### src/rtl/core/bst_pkg.sv
// bst_pkg: shared types and constants of the binned score table
// used by bst_div, bst_mac and binned_score_table_bilinear_top
`timescale 1ns / 1ps

package bst_pkg;

  localparam int CELL_W    = 48;
  localparam int COORD_W   = 32;
  localparam int WGT_W     = 33;
  localparam int FRAC_W    = 32;
  localparam int DIV_NUM_W = 80;
  localparam int DIV_CNT_W = 7;
  localparam int MAC_ACC_W = 80;
  localparam int MAC_CNT_W = 6;

  localparam logic [CELL_W-1:0] CELL_MAX = {CELL_W{1'b1}};
  localparam logic [WGT_W-1:0]  ONE_Q32  = {1'b1, {FRAC_W{1'b0}}};

  // status codes
  localparam logic ST_OK      = 1'b0;
  localparam logic ST_NO_TOTAL = 1'b1;

  // configuration register indexes
  localparam logic [1:0] CFG_INTERP = 2'd0;
  localparam logic [1:0] CFG_DBINS  = 2'd1;
  localparam logic [1:0] CFG_ABINS  = 2'd2;

  typedef enum logic [2:0] {
    OP_WR_DIST  = 3'd0,
    OP_WR_ANGLE = 3'd1,
    OP_INCR     = 3'd2,
    OP_SCORE    = 3'd3,
    OP_PREFIX   = 3'd4,
    OP_PROB     = 3'd5,
    OP_ECDF     = 3'd6
  } op_t;

  typedef enum logic [5:0] {
    S_CLEAR, S_IDLE,
    S_DS_RD, S_DS_CMP, S_AS_RD, S_AS_CMP,
    S_PT_SET, S_PT_RD, S_PT_USE,
    S_WD_GO, S_WD_WT, S_WA_GO, S_WA_WT,
    S_IF_SET, S_IF_RD, S_IF_CAP,
    S_BL_A, S_BL_AW, S_BL_B, S_BL_BW,
    S_PS_SET, S_PS_RD, S_PS_ORIG, S_PS_RD2, S_PS_UP, S_PS_WR,
    S_NS_SET, S_NS_RD, S_NS_ACC,
    S_NL_RD, S_NL_CAP, S_N_CHK,
    S_ND_SET, S_ND_RD, S_ND_GO, S_ND_WT,
    S_FIN
  } state_t;

  // handshake of the shared iterative units
  typedef struct packed {
    logic busy;
    logic done;
  } unit_sts_t;

  typedef struct packed {
    logic start;
    logic clear;
  } mac_req_t;

  function automatic logic [CELL_W-1:0] sat_add(input logic [CELL_W-1:0] a,
                                                input logic [CELL_W-1:0] b);
    logic [CELL_W:0] s;
    s = {1'b0, a} + {1'b0, b};
    return s[CELL_W] ? CELL_MAX : s[CELL_W-1:0];
  endfunction

endpackage

### src/rtl/core/bst_mac.sv
// bst_mac: shift-and-add multiply-accumulate, one multiplier bit per cycle
// depends on bst_pkg
`timescale 1ns / 1ps

module bst_mac import bst_pkg::*; (
  input  logic                  clk,
  input  logic                  rst_n,
  input  mac_req_t              req,
  input  logic [CELL_W-1:0]     mcand,
  input  logic [WGT_W-1:0]      mplr,
  output unit_sts_t             sts,
  output logic [MAC_ACC_W-1:0]  acc
);

  logic                 busy_r, done_r;
  logic [MAC_CNT_W-1:0] cnt_r;
  logic [MAC_ACC_W-1:0] acc_r, md_r;
  logic [WGT_W-1:0]     mr_r;

  // control
  always_ff @(posedge clk) begin
    if (!rst_n) begin
      busy_r <= 1'b0;
      done_r <= 1'b0;
      cnt_r  <= '0;
    end else begin
      done_r <= 1'b0;
      if (req.start) begin
        busy_r <= 1'b1;
        cnt_r  <= '0;
      end else if (busy_r) begin
        cnt_r <= cnt_r + 1'b1;
        if (cnt_r == MAC_CNT_W'(WGT_W - 1)) begin
          busy_r <= 1'b0;
          done_r <= 1'b1;
        end
      end
    end
  end

  // datapath
  always_ff @(posedge clk) begin
    if (req.start) begin
      md_r <= MAC_ACC_W'(mcand);
      mr_r <= mplr;
      if (req.clear) begin
        acc_r <= '0;
      end
    end else if (busy_r) begin
      if (mr_r[0]) begin
        acc_r <= acc_r + md_r;
      end
      md_r <= {md_r[MAC_ACC_W-2:0], 1'b0};
      mr_r <= {1'b0, mr_r[WGT_W-1:1]};
    end
  end

  assign sts = '{busy: busy_r, done: done_r};
  assign acc = acc_r;

endmodule

### config.mk
export PLATFORM = sky130hd
export DESIGN_NAME = bst_mac
export DESIGN_NICKNAME = d
export VERILOG_FILES = /design/src/rtl/core/bst_pkg.sv /design/src/rtl/core/bst_mac.sv
export SDC_FILE = /design/constraint.sdc
export NUM_CORES = 1
export LEC_CHECK = 0
export ABC_AREA = 1
export BUFFER_PORTS_ARGS = -buffer_cell sky130_fd_sc_hd__clkbuf_2
export CORE_UTILIZATION = 50
export CTS_BUF_LIST = sky130_fd_sc_hd__clkbuf_4
export DETAILED_ROUTE_END_ITERATION = 10
export PLACE_DENSITY = 0.7
export SLEW_MARGIN = 20
export SYNTH_ARGS = -nofsm -noshare
export SYNTH_HDL_FRONTEND = slang
export SYNTH_SLANG_ARGS = --single-unit
### constraint.sdc
create_clock -name clk -period 4.7 [get_ports clk]
set_input_delay 0.235 -clock clk [delete_from_list [all_inputs] [get_ports clk]]
set_output_delay 0.235 -clock clk [all_outputs]
set_load 0.02 [all_outputs]
* Word level (Yosys, flattened, before mapping)
Cells that the tools add are included.
** Word-level totals
- Bits in registers :: 201
- Input port bits :: 85
- Output and inout bits :: 82
- Word-level logic and storage cells :: 30
** Cells by class
- Add/sub/neg operators :: 2
- Equal/unequal tests :: 2
- Mux-type cells :: 12
- Bitwise logic cells :: 2
- Reduce and logical (&&, ||, !) cells :: 5
** Operators by type and width (number)
- $mux 80 :: 4
- $mux 48 :: 2
- $add 80x80->80 :: 1
- $mux 33 :: 2
- $add 6x1->6 const B :: 1
- $eq 6x6->1 const B :: 1
- $mux 1 :: 4
- $reduce_bool 2->1 :: 2
- $reduce_and 3->1 :: 1
- $reduce_or 3->1 :: 1
- $ne 2x2->1 const B :: 1
- $not 1->1 :: 2
- $reduce_or 2->1 :: 1

* Depth between registers and ports, before layout
- Depth after elaboration :: 4
- Mapped depth :: 16
- Depth with buffers taken out :: 16

* Worst setup path before layout
OpenSTA, ideal clock, no wires.
- Kind :: in2reg
- Start point :: input req[1] (netlist bit)
- End point :: register acc_r[0] (netlist: acc[0]) (enable)
- Setup time :: 0.440 ns
- Arrival time :: 2.894 ns
- Required time :: 4.260 ns
- Slack :: 1.365 ns
- Stages :: 6
- Path buffers :: 3
- Cell sequence :: clkbuf_1 -> clkinv_1 -> clkbuf_1 -> clkbuf_1 -> nand3_1 -> nand2_1
** Between the ends
- Longest elaborated chain between the ends :: 2
- Elaborated cells on any way between the ends :: 4
- Those cells by class :: eq/ne (1); reduce/logical (3)
** Ends and longest elaborated chain
- from (decl) :: line bst_mac.sv:8 : input mac_req_t req,
- $ne 2x2->1 (no source line) or $reduce_bool 2->1 (tied branches)
- $reduce_and 3->1 (no source line) (*)
- to (signal assigned) :: line bst_mac.sv:51 : acc_r <= acc_r + md_r;
- to (decl) :: line bst_mac.sv:17 : logic [MAC_ACC_W-1:0] acc_r, md_r;
Mark *: on every way between the ends. The rest lies on a longest branch, timed or not.
A chain may end at the register's enable or synchronous reset.

* Final worst setup path
- Start point :: register acc_r[2] (netlist: acc[2])
- End point :: register acc_r[53] (netlist: acc[53]), data pin
** Between the ends
- Longest elaborated chain between the ends :: 4
** Ends and longest elaborated chain
- $add 80x80->80 :: line bst_mac.sv:51
- $mux 80 :: line bst_mac.sv:50 : if (mr_r[0]) begin
- $mux 80 :: line bst_mac.sv:49 : end else if (busy_r) begin
- $mux 80 :: line bst_mac.sv:43 : if (req.start) begin
Every way passes these cells. The select of a mux whose other input is x is not followed.

==> results.yml <==
finish:
  final_cell_mix: "nand2_1 (856), inv_1 (344), nor2_1 (272), clkbuf_2 (165), edfxtp_1 (161)"
  area_growth_pct: 18.85
  finalNetCount: 2694
  final_common_cell: "nand2_1"
  finalInstanceArea_um2: 17690
  instances_no_fill: 2957
  drive_gt1_share_pct: 14.27
global_routing:
  grt_start_max_net_pins: 110
  first_global_vias: 14730
  grt_overflow: 0
  grt_pass1_wl_um: 79230
  antenna_found_initial: 1
  grt.total_usage_pct: 34.19
die:
  coreArea_um2: 29010
  start_util_pct: 51.30
  ioPinCount: 167
  die_height_um: 174.5
  floorplan.rows: 62
  die_x_um: 174.5
  floorplan.die_area_um2: 30460
placed_design:
  placed_area_um2: 16100
  detailed_place_hpwl_um: 39120
  placedCellCount: 2767
  buffer_ports.inserted: 166
  place.gp.congestion: 1.031
clock_tree:
  clk_root_buffer_cell: "clkbuf_4"
  ctsLongestPathBuffers: 3
  clkLatencyLatePin_ns: 0.76
  cts_setup_buffers: 0
  cts_tree: "yes"
  clock-sinks: 201
  path_clk_slew_ns: 0.07
  post_cts_resized: 0
  cts_buffers: 57
  htreeDepth: 2
  holdBufCountCts: 85
synthesis:
  synth_top_cell_area_share_pct: 32.48
  syn-cell-area_um2: 14880
  yosys_most_used_dff: "edfxtp_1"
  synth_top_area_cell: "edfxtp_1"
  yosysSeqAreaShare_pct: 37.86
  syn_area_per_cell_um2: 6.615
  synth-edff-count: 161
  synth.net_count: 2417
  yosysUniqueCellTypes: 35
  synth_seq_cells: 201
  synth_warnings: 0
  synth-async-reset-ratio_pct: 0
  synthesis.instances: 2250
  netlist_top_cells_area: "edfxtp_1 (32%), nand2_1 (22%), inv_1 (8.7%)"
min_path:
  min_delay_path_depth: 4
  hold_crit_endpoint: "md_r[18]"
  hold_class: "input pin to register"
  hold_path_startpoint: "mcand[18]"
detailed_routing:
  detailroute.via_count: 15280
  avgViaCountPerCell: 5.168
  drt_pre_antenna_iters: 8
  post-route-drc-count: 0
  post_route_antenna_net_violation_count: 0
  detail_route.wirelength_um: 51870
  post_drt_wl_per_cell_um: 17.54
  iteration_0_drc_count_of_the_detailed_router: 1226
status:
  result_of_the_run: "finished clean"
worst_setup_path:
  startpoint_type: "register"
  reg2regPathDepth: 13
  data_arrival_time_at_the_worst_slack_endpoint_ns: 3.36
  cp_data_required_time_ns: 5.22
  cp.buffers_inverters: 1
  worstPathMaxFanout: 6
  critPathMostFrequentCell: "nand2_1"
  startpoint: "acc[2]"
  worst_setup_path_end_kind: "register"
  reg2reg_to: "acc[53]"
  worst_path_largest_cell_delay_ns: 0.41
  reg2reg_slack_ns: 1.86
  timing.critical_path.slowest_stage_cell: "edfxtp_1"
  path_delay_family: "simple AND/OR/NAND/NOR gates"
  timing.setup.critical_path_class: "register to register"
  r2r-start: "acc[2]"
  timing.critical_path.cells: "ha_1, nand2_1, nand3_2, nand2_1, nand2_1, nand2_1, nand3_1, nand3_1, inv_1, nor2_1, nand2_1, nand2_1, nor2_1"
sta:
  maxSlewViolCount: 0
  unrepaired_setup_endpoints_after_global_routing: "no"
  headroom_to_the_max_slew_limit_pct: 37.67
  skew_ns: 0.05825
  finalHoldViolCount: 0
  fin_crit_sh_pct: 60.53
  worstMarginPinSlew_ns: 0.9350
  setup_viol_count_final: 0
  timing.final.crit_period_ns: 2.845
  fmax_mhz: 351.5
  timing.setup.tns_ns: 0
power:
  vdd_drop_max_mv: 0.2701
  power_per_cell_area_nw_per_um2: 333.5
  static-leakage-power_nw: 9.132
run:
  maxCapViolations: 0
[metrics by stage]
stage                     utilization, %  total power, mW  hold slack, ns  worst slack, ns
after detailed placement           55.49            4.147          0.4983            1.906
after global routing               60.97            6.231          0.2581            1.668
after CTS                          60.92            5.861          0.2227            1.942
final                              60.97            5.898          0.2820            1.855
after global placement             55.49            4.123          0.4913            1.946
after floorplan                        -            3.531          0.3757            1.365
[how the worst max path moves through the flow]
stage | to | slack, ns | cells past startpoint
finish | acc[53] | 1.86 | 13
global route | acc[53] | 1.67 | 13
CTS | acc[53] | 1.94 | 13
detailed placement | acc[36] | 1.91 | 5
global placement | acc[68] | 1.95 | 5
floorplan | acc[0] | 1.37 | 6
[per-layer routing]
| layer | vias to the layer above | track usage (%) | wire [um] |
|---|---|---|---|
| met2 | 639 | 53.07 | 22710 |
| met5 | - | 2.564 | 104 |
| met4 | 2 | 11.74 | 1646 |
| met3 | 104 | 7.327 | 4722 |
| met1 | 6889 | 46.84 | 22690 |
| li1 | 7648 | - | - |
[sequential cells by signal, summed over array words and instances, names as in the netlist]
name / count
cnt_r: 6
busy_r: 1
md_r: 80
mr_r: 33
acc: 80
done_r: 1
[cell type report]
| cell class | instances | area [um2] |
|---|---|---|
| clock buffers | 85 | 638.1 |
| diodes | 1 | 2.502 |
| multi-input cells | 1645 | 7741 |
| fillers | 2787 | 11320 |
| well taps | 384 | 480.5 |
| clock inverters | 19 | 85.08 |
| flip-flops and latches | 201 | 5635 |
| repair buffers | 257 | 1733 |
| inverters | 365 | 1373 |
[cell families after synthesis]
| kind of cell | Yosys count | synth area share (%) |
|---|---|---|
| adder cells (fa/ha/maj) | 82 | 6.944 |
| AO/OA/AOI/OAI | 271 | 9.634 |
| AND/OR/NAND/NOR | 1291 | 35.22 |
| flip-flops | 201 | 37.86 |
| buffers and inverters | 404 | 10.28 |
| XOR/XNOR | 1 | 0.05886 |
[worst min-delay path, delay by kind of cell]
| kind | cells | cell delay [ns] |
|---|---|---|
| buffers and inverters | 2 | 0.61 |
| AND/OR/NAND/NOR | 2 | 0.09 |
[cell usage after synthesis (14+ instances only)]
cell,number
nand2_1,858
inv_1,344
nor2_1,272
edfxtp_1,161
a21oi_1,151
o21ai_0,94
ha_1,81
nand3_1,57
dfxtp_1,40
nor2_2,35
clkbuf_1,31
nand2_2,21
inv_2,17
nor3_1,16
nand3_2,14
o21bai_1,14
[where the power goes]
group	internal (mW)	switching, mW	total [mW]	leakage, nW
sequential	2.15	0.110	2.26	1.94
combinational	0.597	1.37	1.97	6.76
clock	0.829	0.845	1.67	0.434
(Power assumes the default switching activity.)
