## config.mk

```make
export PLATFORM = sky130hd
export DESIGN_NAME = bst_div
export DESIGN_NICKNAME = d
export VERILOG_FILES = /design/src/rtl/core/bst_pkg.sv /design/src/rtl/core/bst_div.sv
export SDC_FILE = /design/constraint.sdc
export NUM_CORES = 1
export LEC_CHECK = 0
export BUFFER_PORTS_ARGS = -buffer_cell sky130_fd_sc_hd__buf_2
export CORE_MARGIN = 2
export CORE_UTILIZATION = 58
export DETAILED_ROUTE_END_ITERATION = 8
export GPL_ROUTABILITY_DRIVEN = 0
export PLACE_DENSITY = 0.81
export SLEW_MARGIN = 30
export SYNTH_ARGS = -nofsm -noshare
export SYNTH_HDL_FRONTEND = slang
export SYNTH_SLANG_ARGS = --single-unit
```

## constraint.sdc

```tcl
create_clock -name clk -period 4.3 [get_ports clk]
set_input_delay 0.43 -clock clk [delete_from_list [all_inputs] [get_ports clk]]
set_output_delay 0.43 -clock clk [all_outputs]
set_load 0.005 [all_outputs]
```

## src/rtl/core/bst_pkg.sv

```systemverilog
// bst_pkg: shared types and constants of the binned score table
// used by bst_div, bst_mac and binned_score_table_bilinear_top
`timescale 1ns / 1ps

package bst_pkg;

  localparam int CELL_W    = 48;
  localparam int COORD_W   = 32;
  localparam int WGT_W     = 33;
  localparam int FRAC_W    = 32;
  localparam int DIV_NUM_W = 80;
  localparam int DIV_CNT_W = 7;
  localparam int MAC_ACC_W = 80;
  localparam int MAC_CNT_W = 6;

  localparam logic [CELL_W-1:0] CELL_MAX = {CELL_W{1'b1}};
  localparam logic [WGT_W-1:0]  ONE_Q32  = {1'b1, {FRAC_W{1'b0}}};

  // status codes
  localparam logic ST_OK      = 1'b0;
  localparam logic ST_NO_TOTAL = 1'b1;

  // configuration register indexes
  localparam logic [1:0] CFG_INTERP = 2'd0;
  localparam logic [1:0] CFG_DBINS  = 2'd1;
  localparam logic [1:0] CFG_ABINS  = 2'd2;

  typedef enum logic [2:0] {
    OP_WR_DIST  = 3'd0,
    OP_WR_ANGLE = 3'd1,
    OP_INCR     = 3'd2,
    OP_SCORE    = 3'd3,
    OP_PREFIX   = 3'd4,
    OP_PROB     = 3'd5,
    OP_ECDF     = 3'd6
  } op_t;

  typedef enum logic [5:0] {
    S_CLEAR, S_IDLE,
    S_DS_RD, S_DS_CMP, S_AS_RD, S_AS_CMP,
    S_PT_SET, S_PT_RD, S_PT_USE,
    S_WD_GO, S_WD_WT, S_WA_GO, S_WA_WT,
    S_IF_SET, S_IF_RD, S_IF_CAP,
    S_BL_A, S_BL_AW, S_BL_B, S_BL_BW,
    S_PS_SET, S_PS_RD, S_PS_ORIG, S_PS_RD2, S_PS_UP, S_PS_WR,
    S_NS_SET, S_NS_RD, S_NS_ACC,
    S_NL_RD, S_NL_CAP, S_N_CHK,
    S_ND_SET, S_ND_RD, S_ND_GO, S_ND_WT,
    S_FIN
  } state_t;

  // handshake of the shared iterative units
  typedef struct packed {
    logic busy;
    logic done;
  } unit_sts_t;

  typedef struct packed {
    logic start;
    logic clear;
  } mac_req_t;

  function automatic logic [CELL_W-1:0] sat_add(input logic [CELL_W-1:0] a,
                                                input logic [CELL_W-1:0] b);
    logic [CELL_W:0] s;
    s = {1'b0, a} + {1'b0, b};
    return s[CELL_W] ? CELL_MAX : s[CELL_W-1:0];
  endfunction

endpackage

```

## src/rtl/core/bst_div.sv

```systemverilog
// bst_div: restoring divider, one quotient bit per cycle, 48-bit quotient with an overflow flag
// depends on bst_pkg
`timescale 1ns / 1ps

module bst_div import bst_pkg::*; #(
  parameter int DEN_W = 55
) (
  input  logic                  clk,
  input  logic                  rst_n,
  input  logic                  start,
  input  logic [DIV_NUM_W-1:0]  num,
  input  logic [DEN_W-1:0]      den,
  output unit_sts_t             sts,
  output logic [CELL_W-1:0]     quo,
  output logic                  ovf
);

  logic                 busy_r, done_r;
  logic [DIV_CNT_W-1:0] cnt_r;
  logic [DIV_NUM_W-1:0] n_r;
  logic [DEN_W-1:0]     den_r, rem_r;
  logic [CELL_W-1:0]    q_r;
  logic                 ovf_r;
  logic [DEN_W:0]       rs, rdiff;
  logic                 ge;

  // one restoring step
  always_comb begin
    rs    = {rem_r, n_r[DIV_NUM_W-1]};
    rdiff = rs - {1'b0, den_r};
    ge    = (rs >= {1'b0, den_r});
  end

  // control
  always_ff @(posedge clk) begin
    if (!rst_n) begin
      busy_r <= 1'b0;
      done_r <= 1'b0;
      cnt_r  <= '0;
    end else begin
      done_r <= 1'b0;
      if (start) begin
        busy_r <= 1'b1;
        cnt_r  <= '0;
      end else if (busy_r) begin
        cnt_r <= cnt_r + 1'b1;
        if (cnt_r == DIV_CNT_W'(DIV_NUM_W - 1)) begin
          busy_r <= 1'b0;
          done_r <= 1'b1;
        end
      end
    end
  end

  // datapath
  always_ff @(posedge clk) begin
    if (start) begin
      n_r   <= num;
      den_r <= den;
      rem_r <= '0;
      q_r   <= '0;
      ovf_r <= 1'b0;
    end else if (busy_r) begin
      n_r   <= {n_r[DIV_NUM_W-2:0], 1'b0};
      rem_r <= ge ? rdiff[DEN_W-1:0] : rs[DEN_W-1:0];
      q_r   <= {q_r[CELL_W-2:0], ge};
      ovf_r <= ovf_r | q_r[CELL_W-1];
    end
  end

  assign sts = '{busy: busy_r, done: done_r};
  assign quo = q_r;
  assign ovf = ovf_r;

endmodule

```

## Word-level counts from Yosys, hierarchy flattened

Cells that the tools add are included.

| storage, ports and cells | value |
|---|---|
| bits in writable memories | 0 |
| logic and storage cells | 25 |
| register bits after elaboration | 248 |
| input bits | 138 |
| output and inout bits | 51 |
| ROM bits | 0 |
| bits in latches | 0 |
| memories kept | 0 |

| cells by class | value |
|---|---|
| bitwise logic cells | 3 |
| div/mod/pow operators | 0 |
| $mul | 0 |
| reduce and logical (&&, ||, !) cells | 3 |
| muxes and demuxes | 7 |
| add/subtract/negate cells | 2 |
| shifts and indexed selects | 0 |
| eq/ne operators | 1 |
| $lt $le $gt $ge | 1 |

Operator list:

| kind | count |
|---|---|
| $mux 80 | 2 |
| $ge 56x55->1 | 1 |
| $mux 55 | 1 |
| $sub 55x55->55 | 1 |
| $add 7x1->7 const B | 1 |
| $eq 7x7->1 const B | 1 |
| $mux 1 | 4 |
| $reduce_or 3->1 | 1 |
| $not 1->1 | 2 |
| $reduce_bool 2->1 | 1 |
| $reduce_or 2->1 | 1 |
| $or 1x1->1 | 1 |

## Logic depth before layout (Yosys ltp)

Gate-level depths: netlist (run 1).

| depth | value |
|---|---|
| depth after elaboration | 4 |
| gate-level depth with buffers | 15 |

## Worst setup path before layout (run 1)

No wires, ideal clock.

| timing | value |
|---|---|
| path kind | in2reg |
| start | in start |
| end | reg n_r[0] (enable) |
| setup slack | 1197 ps |
| setup time | 793 ps |
| required time | 3507 ps |
| arrival time | 2310 ps |
| cell stages on the path | 4 |
| path through | clkbuf_1 > inv_1 > clkbuf_1 > nand2_1 |

| between the ends | value |
|---|---|
| cells in the longest elaborated chain, start to end | 1 |

RTL lines:

| element | line | RTL |
|---|---|---|
| start, declared | bst_div.sv:10 | `input logic start,` |
| $reduce_bool 2->1 (no line) | n/a |  |
| end signal, assigned | bst_div.sv:58 | `n_r <= num;` |
| end signal, assigned | bst_div.sv:64 | `n_r <= {n_r[DIV_NUM_W-2:0], 1'b0};` |
| end, declared | bst_div.sv:20 | `logic [DIV_NUM_W-1:0] n_r;` |

Every way passes these cells.
A chain may end at the register's enable or synchronous reset.

## Worst setup path in the final report (run 1)

| timing | value |
|---|---|
| start | reg n_r[79] |
| end | reg rem_r[19] |

| between the ends | value |
|---|---|
| cells in the longest elaborated chain, start to end | 2 |
| elaborated cells on any way between the ends | 3 |
| classes of those cells | add/sub (1); order compare (1); mux (1) |

RTL lines:

| element | line | RTL |
|---|---|---|
| $sub 55x55->55 or $ge 56x55->1 (tied branches) | bst_div.sv:30, bst_div.sv:31 |  |
| $mux 55 (*) | bst_div.sv:65 | `rem_r <= ge ? rdiff[DEN_W-1:0] : rs[DEN_W-1:0];` |
| end signal, assigned | bst_div.sv:65 |  |
| end, declared | bst_div.sv:21 | `logic [DEN_W-1:0] den_r, rem_r;` |

Every way passes the cells marked *; elsewhere a longest branch is shown, timed or not.

==> results of run 1 <==
layer usage:
layer | GRT usage, % | wire length [µm] | vias up
li1 | - | - | 4897
met1 | 30.91 | 12320 | 4687
met2 | 38.78 | 13220 | 315
met3 | 6.764 | 2288 | 60
met4 | 7.610 | 788 | 4
met5 | 0 | 24 | -
worst max path at each step:
stage                       start        end  slack [ns]  depth (start not counted)
after global routing      n_r[79]  rem_r[17]        0.32                         14
after floorplan             start     n_r[0]        1.20                          4
after detailed placement  n_r[79]  rem_r[37]        0.58                         13
final                     n_r[79]  rem_r[19]        0.57                         14
after global placement    n_r[79]  rem_r[15]        0.69                         13
after CTS                 n_r[79]  rem_r[37]        0.57                         13
registers in the layout, summed over array words and instances, names as in the netlist:
register / flops
cnt_r: 7
done_r: 1
n_r: 80
ovf: 1
rem_r: 55
quo: 48
busy_r: 1
den_r: 55
power groups by stage:
stage,combinational [W],clock [W],sequential [W]
floorplan,0.000733,0,0.00278
finish,0.000961,0.00202,0.00277
global route,0.00107,0.00214,0.00278
global placement,0.000928,0,0.00281
detailed placement,0.000946,0,0.00281
CTS,0.000956,0.00206,0.00277
area by class of cell:
cell class / count / area share [%]
antenna: 1 / 0.01684
clock buffer: 31 / 4.429
timing repair buffer: 194 / 6.803
multi-input combinational: 873 / 41.37
clock inverter: 15 / 0.6315
tap: 280 / 2.357
sequential: 248 / 42.53
inverter: 74 / 1.869
through the flow:
| step | std cells | utilization (%) | hold WS [ns] | setup slack [ns] | total power (W) |
|---|---|---|---|---|---|
| finish | 1716 | 67.68 | 0.05678 | 0.5734 | 0.005744 |
| global route | 1715 | 67.66 | 0.04487 | 0.3157 | 0.005996 |
| CTS | 1715 | 67.66 | 0.04200 | 0.5748 | 0.005786 |
| detailed placement | 1669 | 64.24 | 0.4704 | 0.5838 | 0.003761 |
| global placement | 1669 | 64.22 | 0.4491 | 0.6918 | 0.003737 |
| floorplan | 1263 | - | 0.4582 | 1.197 | 0.003513 |
cells by family after synthesis:
kind of cell / synth area share [%]
AND/OR/NAND/NOR: 11.30
multiplexers: 11.24
buffers and inverters: 4.364
adder cells (fa/ha/maj): 5.537
flip-flops: 48.52
XOR/XNOR: 3.230
AO/OA/AOI/OAI: 15.80
placed cells by master (no fill, tap or decap), types with 30 or more instances in the layout:
cell type  instances
nand2_1           61
dfxtp_1          112
o21ai_0           43
a211oi_1          41
mux2i_1           55
a21oi_1          102
inv_1             74
xnor2_1           30
nor2_1           155
mux2_2            81
ha_1              56
edfxtp_1         135
buf_2            187
==> out/metrics.yaml, run 1 <==
outcome:
  status: "completed"
worst_hold_path:
  min_path_type: "in2reg"
  min_to: "den_r[28]"
  holdPathStages: 1
  min-delay-start: "den[28]"
final_layout:
  final_area_um2: 14860
  multiInputGateArea_um2: 6147
  fillers: 1665
  drive_above_1_share_pct: 22.86
  syn2layout_area_growth_pct: 14.17
  seq_area_um2: 6320
  final_nets: 1611
setup_path:
  r2r_slack_ns: 0.57
  cp.buffers_inverters: 2
  slowest_stage: "buf_4"
  worst-r2r-cell-count: 14
  cp_cell_sequence: "inv_1 -> ha_1 -> fa_1 -> nor2b_4 -> o31a_1 -> o211a_1 -> a32oi_4 -> o211a_1 -> nor2_1 -> a21oi_4 -> buf_4 -> nor2_1 -> a21oi_1 -> a211oi_1"
  crit_path_end_kind: "flop"
  start_kind: "flop"
  r2r-end: "rem_r[19]"
  cpPeakStageDelay_ns: 0.54
  critPathKind: "reg2reg"
  r2r-start: "n_r[79]"
  cpLargestDelayFamily: "compound AO/OA/AOI/OAI gates"
  cp_max_fo: 53
  cp.required_ns: 4.68
  crit_arrival_ns: 4.11
sta:
  finalCriticalPeriod_ns: 3.727
  setup_viol: 0
  fin_crit_sh_pct: 86.67
  relSlewSlack_pct: 45.39
  drv_slew: 0
  max_freq_ghz: 0.2683
  max_slew.worst_pin.slew_ns: 0.8192
  rsz0062_at_grt: "no"
  skew_ns: 0.01905
  final_hold_viol_count: 0
  fin_tns_setup_ns: 0
synthesis:
  ys.warnings.count: 0
  synth_cell_types: 65
  ys_top_cells_by_area: "edfxtp_1 (31%), dfxtp_1 (17%), mux2_2 (7.0%)"
  synth_edf_count: 135
  synth_ff_type: "edfxtp_1"
  yosysSeqAreaShare_pct: 48.52
  synth.top_cell.area_share_pct: 31.14
  syn_inst: 1263
  syn_nets: 1458
  avgSynthCellArea_um2: 10.31
  yosysTopAreaCell: "edfxtp_1"
  synth-seq-cells: 248
  async_flop_share_pct: 0
  synth.most_common_cell: "nor2_1"
  synth_commonest_cells: "nor2_1 (155), edfxtp_1 (135), dfxtp_1 (113)"
  syn-cell-area_um2: 13020
power_and_ir_drop:
  internal_power_w: 0.004200
  leakagePower_nw: 6.382
  comb_power_share_pct: 16.7
  clkPwrFrac_pct: 35.1
  swShare_pct: 26.88
  p_sw_w: 0.001544
  ir_worst_vdd_mv: 0.3434
  power_density_nw_per_um2: 386.5
  p_seq_share_pct: 48.2
job:
  cap_violations: 0
floorplan:
  core_area_um2: 21960
  fp.dieW_um: 153.8
  floorplan.rows: 54
  initial_core_util_pct: 59.28
  die_height_um: 153.8
  pin_count: 189
  dieArea_um2: 23660
clock_network:
  h-tree-depth: 1
  cts_resized: 0
  clk_latency_ns: 0.55
  cts_hold_buf: 0
  post_cts_buffers: 0
  clk_pin_slew_ns: 0.06
  cts_buffer_depth: 3
  cts-root-buf: "clkbuf_16"
  numCtsBuffers: 25
  cts_tree: "done"
  clock-sinks: 248
routing:
  wl_um: 28650
  drcViolationCount: 0
  vias: 9963
  drtIter0Drc: 505
  wl_per_cell_um: 16.69
  viasPerCell: 5.806
  drtAntennaViolNets: 0
  dr.pass1.iters: 5
global_route:
  grt_pass1_wl_um: 46680
  first_global_vias: 9634
  grt_max_degree: 128
  grt_overflow: 0
  antenna_found_initial: 4
  gr-usage-all-layers_pct: 23.81
placement:
  dpl.hpwl_um: 19840
  io_buffers: 188
  placed_area_um2: 14110
(Power assumes the default switching activity.)
==> run 2: changes to the inputs <==
- clock period: 4.3 -> 3.8 ns (I/O delays scaled with it)
==> run 2 against run 1 <==
  * Global-route usage is 0.29 points higher
  * Clock skew down 0.0035 ns
  * Highest routed layer unchanged
  * Die area stayed put
  * Worst hold slack worse by 0.045 ns
  * Largest cell class unchanged
  * Via count up 0.93%
  * Routed wire length rose by 2.9%
  * Total power up 17%
==> out/metrics.yaml, run 2 (synthesized netlist as in run 1, its figures left out) <==
sta:
  rsz0062_at_grt: "no"
  max_freq_ghz: 0.2871  # +7.0%
  max_slew.worst_pin.slew_ns: 0.8771  # +0.05798 ns
  drv_slew: 0  # unchanged
  setup_viol: 0  # unchanged
  holdWs_ns: 0.01132  # -0.04546 ns
  skew_ns: 0.01553  # -0.003521 ns
  fin_tns_setup_ns: 0  # unchanged
  final_hold_viol_count: 0  # unchanged
  finalCriticalPeriod_ns: 3.483  # -0.2439 ns
  fin_crit_sh_pct: 91.65  # +5.0 points
  relSlewSlack_pct: 41.52  # -3.9 points
final_layout:
  drive_above_1_share_pct: 22.78  # -0.077 points
  final_common_cell: "buf_2"
  regMostFlops: "n_r"
  final_cell_mix: "buf_2 (187), nor2_1 (155), edfxtp_1 (135)"
  antenna_cells: 0  # -1
  final_nets: 1650  # +2.4%
  fillers: 1644  # -1.3%
  syn2layout_area_growth_pct: 17.69
  top_regs: "n_r: 80 flops, den_r: 55 flops, rem_r: 55 flops"
  largest_reg_flops: 80  # unchanged
outcome:
  status: "completed"
setup_path:
  start_kind: "flop"
  r2r_slack_ns: 0.32  # -0.26 ns
  crit_arrival_ns: 3.94  # -0.17 ns
  critPathKind: "reg2reg"
  cp_max_fo: 29  # -45%
  r2r-start: "n_r[79]"
  crit_path_end_kind: "flop"
  cp.required_ns: 4.25  # -0.43 ns
  worst-r2r-cell-count: 14  # unchanged
  r2r-end: "rem_r[14]"
floorplan:
  initial_core_util_pct: 59.28  # unchanged
  fp.dieW_um: 153.8  # unchanged
  floorplan.rows: 54  # unchanged
  die_height_um: 153.8  # unchanged
  pin_count: 189  # unchanged
  dieArea_um2: 23660  # unchanged
  core_area_um2: 21960  # unchanged
placement:
  io_buffers: 188  # unchanged
  dpl.hpwl_um: 20200  # +1.8%
worst_hold_path:
  min_path_type: "in2reg"
  holdPathStages: 1  # unchanged
  min_to: "den_r[23]"
  min-delay-start: "den[23]"
clock_network:
  cts_tree: "done"
  cts_buffer_depth: 3  # unchanged
  clock-sinks: 248  # unchanged
  clk_pin_slew_ns: 0.06  # about the same
  cts-root-buf: "clkbuf_16"
  h-tree-depth: 1  # unchanged
  cts_resized: 0  # unchanged
  numCtsBuffers: 26  # +4.0%
  clk_latency_ns: 0.56  # about the same
  post_cts_buffers: 0  # unchanged
global_route:
  grt_pass1_wl_um: 47310  # +1.3%
  gr-usage-all-layers_pct: 24.09  # +0.29 points
  first_global_vias: 9836  # +2.1%
  grt_overflow: 0  # unchanged
  grt_max_degree: 157  # +23%
  antenna_found_initial: 3  # -1
power_and_ir_drop:
  ir_worst_vdd_mv: 0.4196  # +22%
  leakagePower_nw: 6.577  # +3.1%
  power_density_nw_per_um2: 440.2  # +14%
routing:
  viasPerCell: 5.730  # -1.3%
  vias: 10056  # +0.93%
  dr.pass1.iters: 7  # +2
  wl_um: 29490  # +2.9%
  drtAntennaViolNets: 0  # unchanged
  wl_per_cell_um: 16.80  # +0.66%
  drcViolationCount: 0  # unchanged
  drtIter0Drc: 631  # +25%
job:
  cap_violations: 0  # unchanged
run 2: changes by cell type in the layout (fill, tap and decap cells not counted), moves of 2 or more:
cell	change
dlygate4sd3_1	+32
buf_4	+5
clkinv_2	-2
clkbuf_1	+2
clkbuf_16	+2
clkinv_1	-2
run 2: worst max-delay path, stage by stage, from the launching register on:
cell	delay, ns
edfxtp_1	0.34
inv_1	0.05
ha_1	0.22
fa_1	0.44
nor2b_4	0.15
o31a_1	0.15
o211a_1	0.25
a32oi_4	0.13
o211a_1	0.30
nor2_1	0.30
a21oi_4	0.20
buf_4	0.28
nor3b_1	0.24
a21oi_1	0.07
a211oi_1	0.25
run 2: metal layers:
metal  track usage, %  vias up  part of all wire [%]
met5                0        -                  0.10
met4            7.477        4                   2.9
met3            6.736       73                   7.6
met2            40.26      324                    46
met1            30.58     4679                    43
li1                 -     4976                     -
run 2: per-stage QoR:
stage               utilization [%]  std cells  instance area (µm²)  power (W)  setup WS (ns)
global route                  69.76       1755                15320   0.007024         0.1008
CTS                           69.72       1754                15310   0.006778         0.2027
floorplan                         -       1263                13020   0.003976         0.7465
detailed placement            64.45       1674                14150   0.004270         0.2284
global placement              64.45       1674                14150   0.004239         0.3805
finish                        69.76       1755                15320   0.006743         0.3173
run 2: repair_timing:
item                                   in CTS  in global routing
endpoints found under the hold margin      32                  0
hold buffers                               32                  0
setup endpoints to repair                   0                  4
run 2: final cells by class:
type | count | area [µm²] | area share (%)
Inverter | 74 | 277.8 | 1.813
Tap cell | 280 | 350.3 | 2.287
Multi-Input combinational cell | 874 | 6156 | 40.19
Timing Repair Buffer | 231 | 1378 | 8.993
Clock inverter | 13 | 121.4 | 0.7923
Clock buffer | 35 | 715.7 | 4.672
Sequential cell | 248 | 6320 | 41.26
run 2: how the worst max path moves through the flow:
stage,cells past startpoint,slack (ns),startpoint,end
CTS,14,0.20,n_r[79],rem_r[1]
global placement,14,0.38,n_r[79],rem_r[1]
finish,14,0.32,n_r[79],rem_r[14]
detailed placement,14,0.23,n_r[79],rem_r[1]
global route,14,0.10,n_r[79],rem_r[14]
floorplan,4,0.75,start,n_r[0]
run 2: where the power goes:
part / internal (W) / switching (W)
clock: 0.00140 / 0.00108
sequential: 0.00304 / 0.0000777
combinational: 0.000503 / 0.000643
==> run 3: changes to the inputs <==
- PLACE_DENSITY: 0.81 -> 0.91
- SLEW_MARGIN: 30 -> 5
==> run 3 against run 2 <==
  * Die area unchanged
  * Total power up 0.70%
  * Routed wire length up 6.5%
  * Fmax down 1.9%
  * Worst setup slack worse by 0.069 ns
  * Highest routed layer unchanged
  * First-iteration DRC count up 12%
  * Via count up 2.6%
  * Utilization up 0.097 points
  * Final cell count up 0.23%
  * Flip-flop and latch count unchanged
==> out/metrics.yaml, run 3 (synthesized netlist as in run 1, its figures left out) <==
worst_hold_path:
  min_path_type: "in2reg"
  min_to: "den_r[46]"
  holdPathStages: 1  # unchanged
  min-delay-start: "den[46]"
final_layout:
  drive_above_1_share_pct: 23.21  # +0.43 points
  final_cells: 1759  # +0.23%
  finish.utilization_pct: 69.86  # +0.097 points
  largest_reg_flops: 80  # unchanged
  top_regs: "n_r: 80 flops, den_r: 55 flops, rem_r: 55 flops"
  regMostFlops: "n_r"
  final_area_um2: 15340  # +0.14%
  syn2layout_area_growth_pct: 17.85
  final_common_cell: "buf_2"
  final_nets: 1653  # +0.18%
  final_cell_mix: "buf_2 (187), nor2_1 (155), edfxtp_1 (135)"
floorplan:
  initial_core_util_pct: 59.28  # unchanged
  floorplan.rows: 54  # unchanged
  die_height_um: 153.8  # unchanged
  core_area_um2: 21960  # unchanged
  pin_count: 189  # unchanged
  dieArea_um2: 23660  # unchanged
  fp.dieW_um: 153.8  # unchanged
power_and_ir_drop:
  ir_worst_vdd_mv: 0.4154  # -1.0%
  p_sw_w: 0.001823  # +1.3%
  clkPwrFrac_pct: 37.0  # +0.2 points
  leakagePower_nw: 6.603  # +0.39%
  internal_power_w: 0.004966  # +0.46%
  power_density_nw_per_um2: 442.6  # +0.56%
  comb_power_share_pct: 16.9  # about the same
  swShare_pct: 26.85  # +0.17 points
  p_seq_share_pct: 46.2  # about the same
sta:
  fin_tns_setup_ns: 0  # unchanged
  relSlewSlack_pct: 20.28  # -21 points
  drv_slew: 0  # unchanged
  final_hold_viol_count: 0  # unchanged
  skew_ns: 0.01583  # +0.0003004 ns
  finalCriticalPeriod_ns: 3.552  # +0.06892 ns
  max_slew.worst_pin.slew_ns: 1.196  # +0.3187 ns
  fin_crit_sh_pct: 93.46  # +1.8 points
  setup_viol: 0  # unchanged
  holdWs_ns: 0.01978  # +0.008458 ns
  max_freq_ghz: 0.2816  # -1.9%
  rsz0062_at_grt: "no"
setup_path:
  cp.required_ns: 4.16  # -0.09 ns
  r2r-end: "rem_r[17]"
  critPathKind: "reg2reg"
  worst-r2r-cell-count: 14  # unchanged
  cp_max_fo: 20  # -31%
  r2r-start: "n_r[79]"
  crit_arrival_ns: 3.91  # -0.03 ns
  crit_path_end_kind: "flop"
  start_kind: "flop"
  r2r_slack_ns: 0.25  # -0.07 ns
routing:
  viasPerCell: 5.865  # +2.4%
  wl_um: 31420  # +6.5%
  dr.pass1.iters: 7  # unchanged
  drtIter0Drc: 707  # +12%
  drcViolationCount: 0  # unchanged
  wl_per_cell_um: 17.86  # +6.3%
  drtAntennaViolNets: 0  # unchanged
  vias: 10316  # +2.6%
clock_network:
  clk_pin_slew_ns: 0.06  # about the same
  cts_buffer_depth: 3  # unchanged
  cts_resized: 0  # unchanged
  clk_latency_ns: 0.55  # about the same
  cts-root-buf: "clkbuf_16"
  numCtsBuffers: 26  # unchanged
  clock-sinks: 248  # unchanged
  post_cts_buffers: 0  # unchanged
  cts_tree: "done"
  h-tree-depth: 1  # unchanged
global_route:
  grt_max_degree: 150  # -4.5%
  gr-usage-all-layers_pct: 25.86  # +1.8 points
  grt_overflow: 0  # unchanged
  grt_pass1_wl_um: 50180  # +6.1%
  antenna_found_initial: 4  # +1
  first_global_vias: 10268  # +4.4%
placement:
  placed_area_um2: 14170  # +0.12%
  dpl.hpwl_um: 21420  # +6.0%
  io_buffers: 188  # unchanged
  dpl.cell_count: 1678  # +0.24%
job:
  cap_violations: 0  # unchanged
outcome:
  status: "completed"
## run 3: through the flow
stage / total power [W] / setup WS (ns)
6_report: 0.006790 / 0.2483
5_1_grt: 0.007064 / 0.006554
4_1_cts: 0.006825 / 0.2576
3_5_place_dp: 0.004281 / 0.2715
3_3_place_gp: 0.004236 / 0.4050
2_1_floorplan: 0.003976 / 0.7465
## run 3: power by group through the flow
stage / sequential, W / combinational (W) / clock (W)
after global placement: 0.00318 / 0.00106 / 0
after global routing: 0.00315 / 0.00126 / 0.00265
after detailed placement: 0.00318 / 0.00110 / 0
final: 0.00313 / 0.00115 / 0.00251
after CTS: 0.00314 / 0.00113 / 0.00256
after floorplan: 0.00315 / 0.000829 / 0
## run 3: layout make-up
cell class / count / area [µm²]
Clock buffer: 31 / 679.4
Inverter: 74 / 277.8
Multi-Input combinational cell: 873 / 6147
Clock inverter: 17 / 167.7
Antenna cell: 1 / 2.502
Tap cell: 280 / 350.3
Fill cell: 1535 / 6619
Timing Repair Buffer: 235 / 1395
Sequential cell: 248 / 6320
## run 3: critical path: stages, from the launching register on
cell and delay [ns]:
edfxtp_1 0.39, inv_1 0.07, ha_1 0.18, fa_1 0.25
nor2b_4 0.06, o31a_1 0.25, o211a_1 0.29, a32oi_4 0.33
o211a_1 0.26, nor2_1 0.09, a21oi_4 0.56, buf_4 0.35
nor2_1 0.08, a21oi_1 0.12, a211oi_1 0.09
## run 3: worst max path at each step
stage / startpoint / end / slack (ns) / depth (start not counted)
6_report: n_r[79] / rem_r[17] / 0.25 / 14
5_1_grt: n_r[79] / rem_r[13] / 0.007 / 14
4_1_cts: n_r[79] / rem_r[15] / 0.26 / 13
3_5_place_dp: n_r[79] / rem_r[6] / 0.27 / 14
3_3_place_gp: n_r[79] / rem_r[15] / 0.40 / 13
2_1_floorplan: start / n_r[0] / 0.75 / 4
## run 3: repair_timing
action | CTS | global route
hold buffers | 32 | 0
setup endpoints to repair | 0 | 1
hold endpoints to repair | 32 | 0
## run 3: per-layer routing
| layer | up-vias | track usage [%] | share of wire (%) |
|---|---|---|---|
| li1 | 4985 | - | - |
| met3 | 70 | 6.990 | 8.2 |
| met4 | 4 | 8.812 | 2.9 |
| met2 | 414 | 43.50 | 48 |
| met1 | 4843 | 32.43 | 41 |
| met5 | - | 0 | 0.067 |
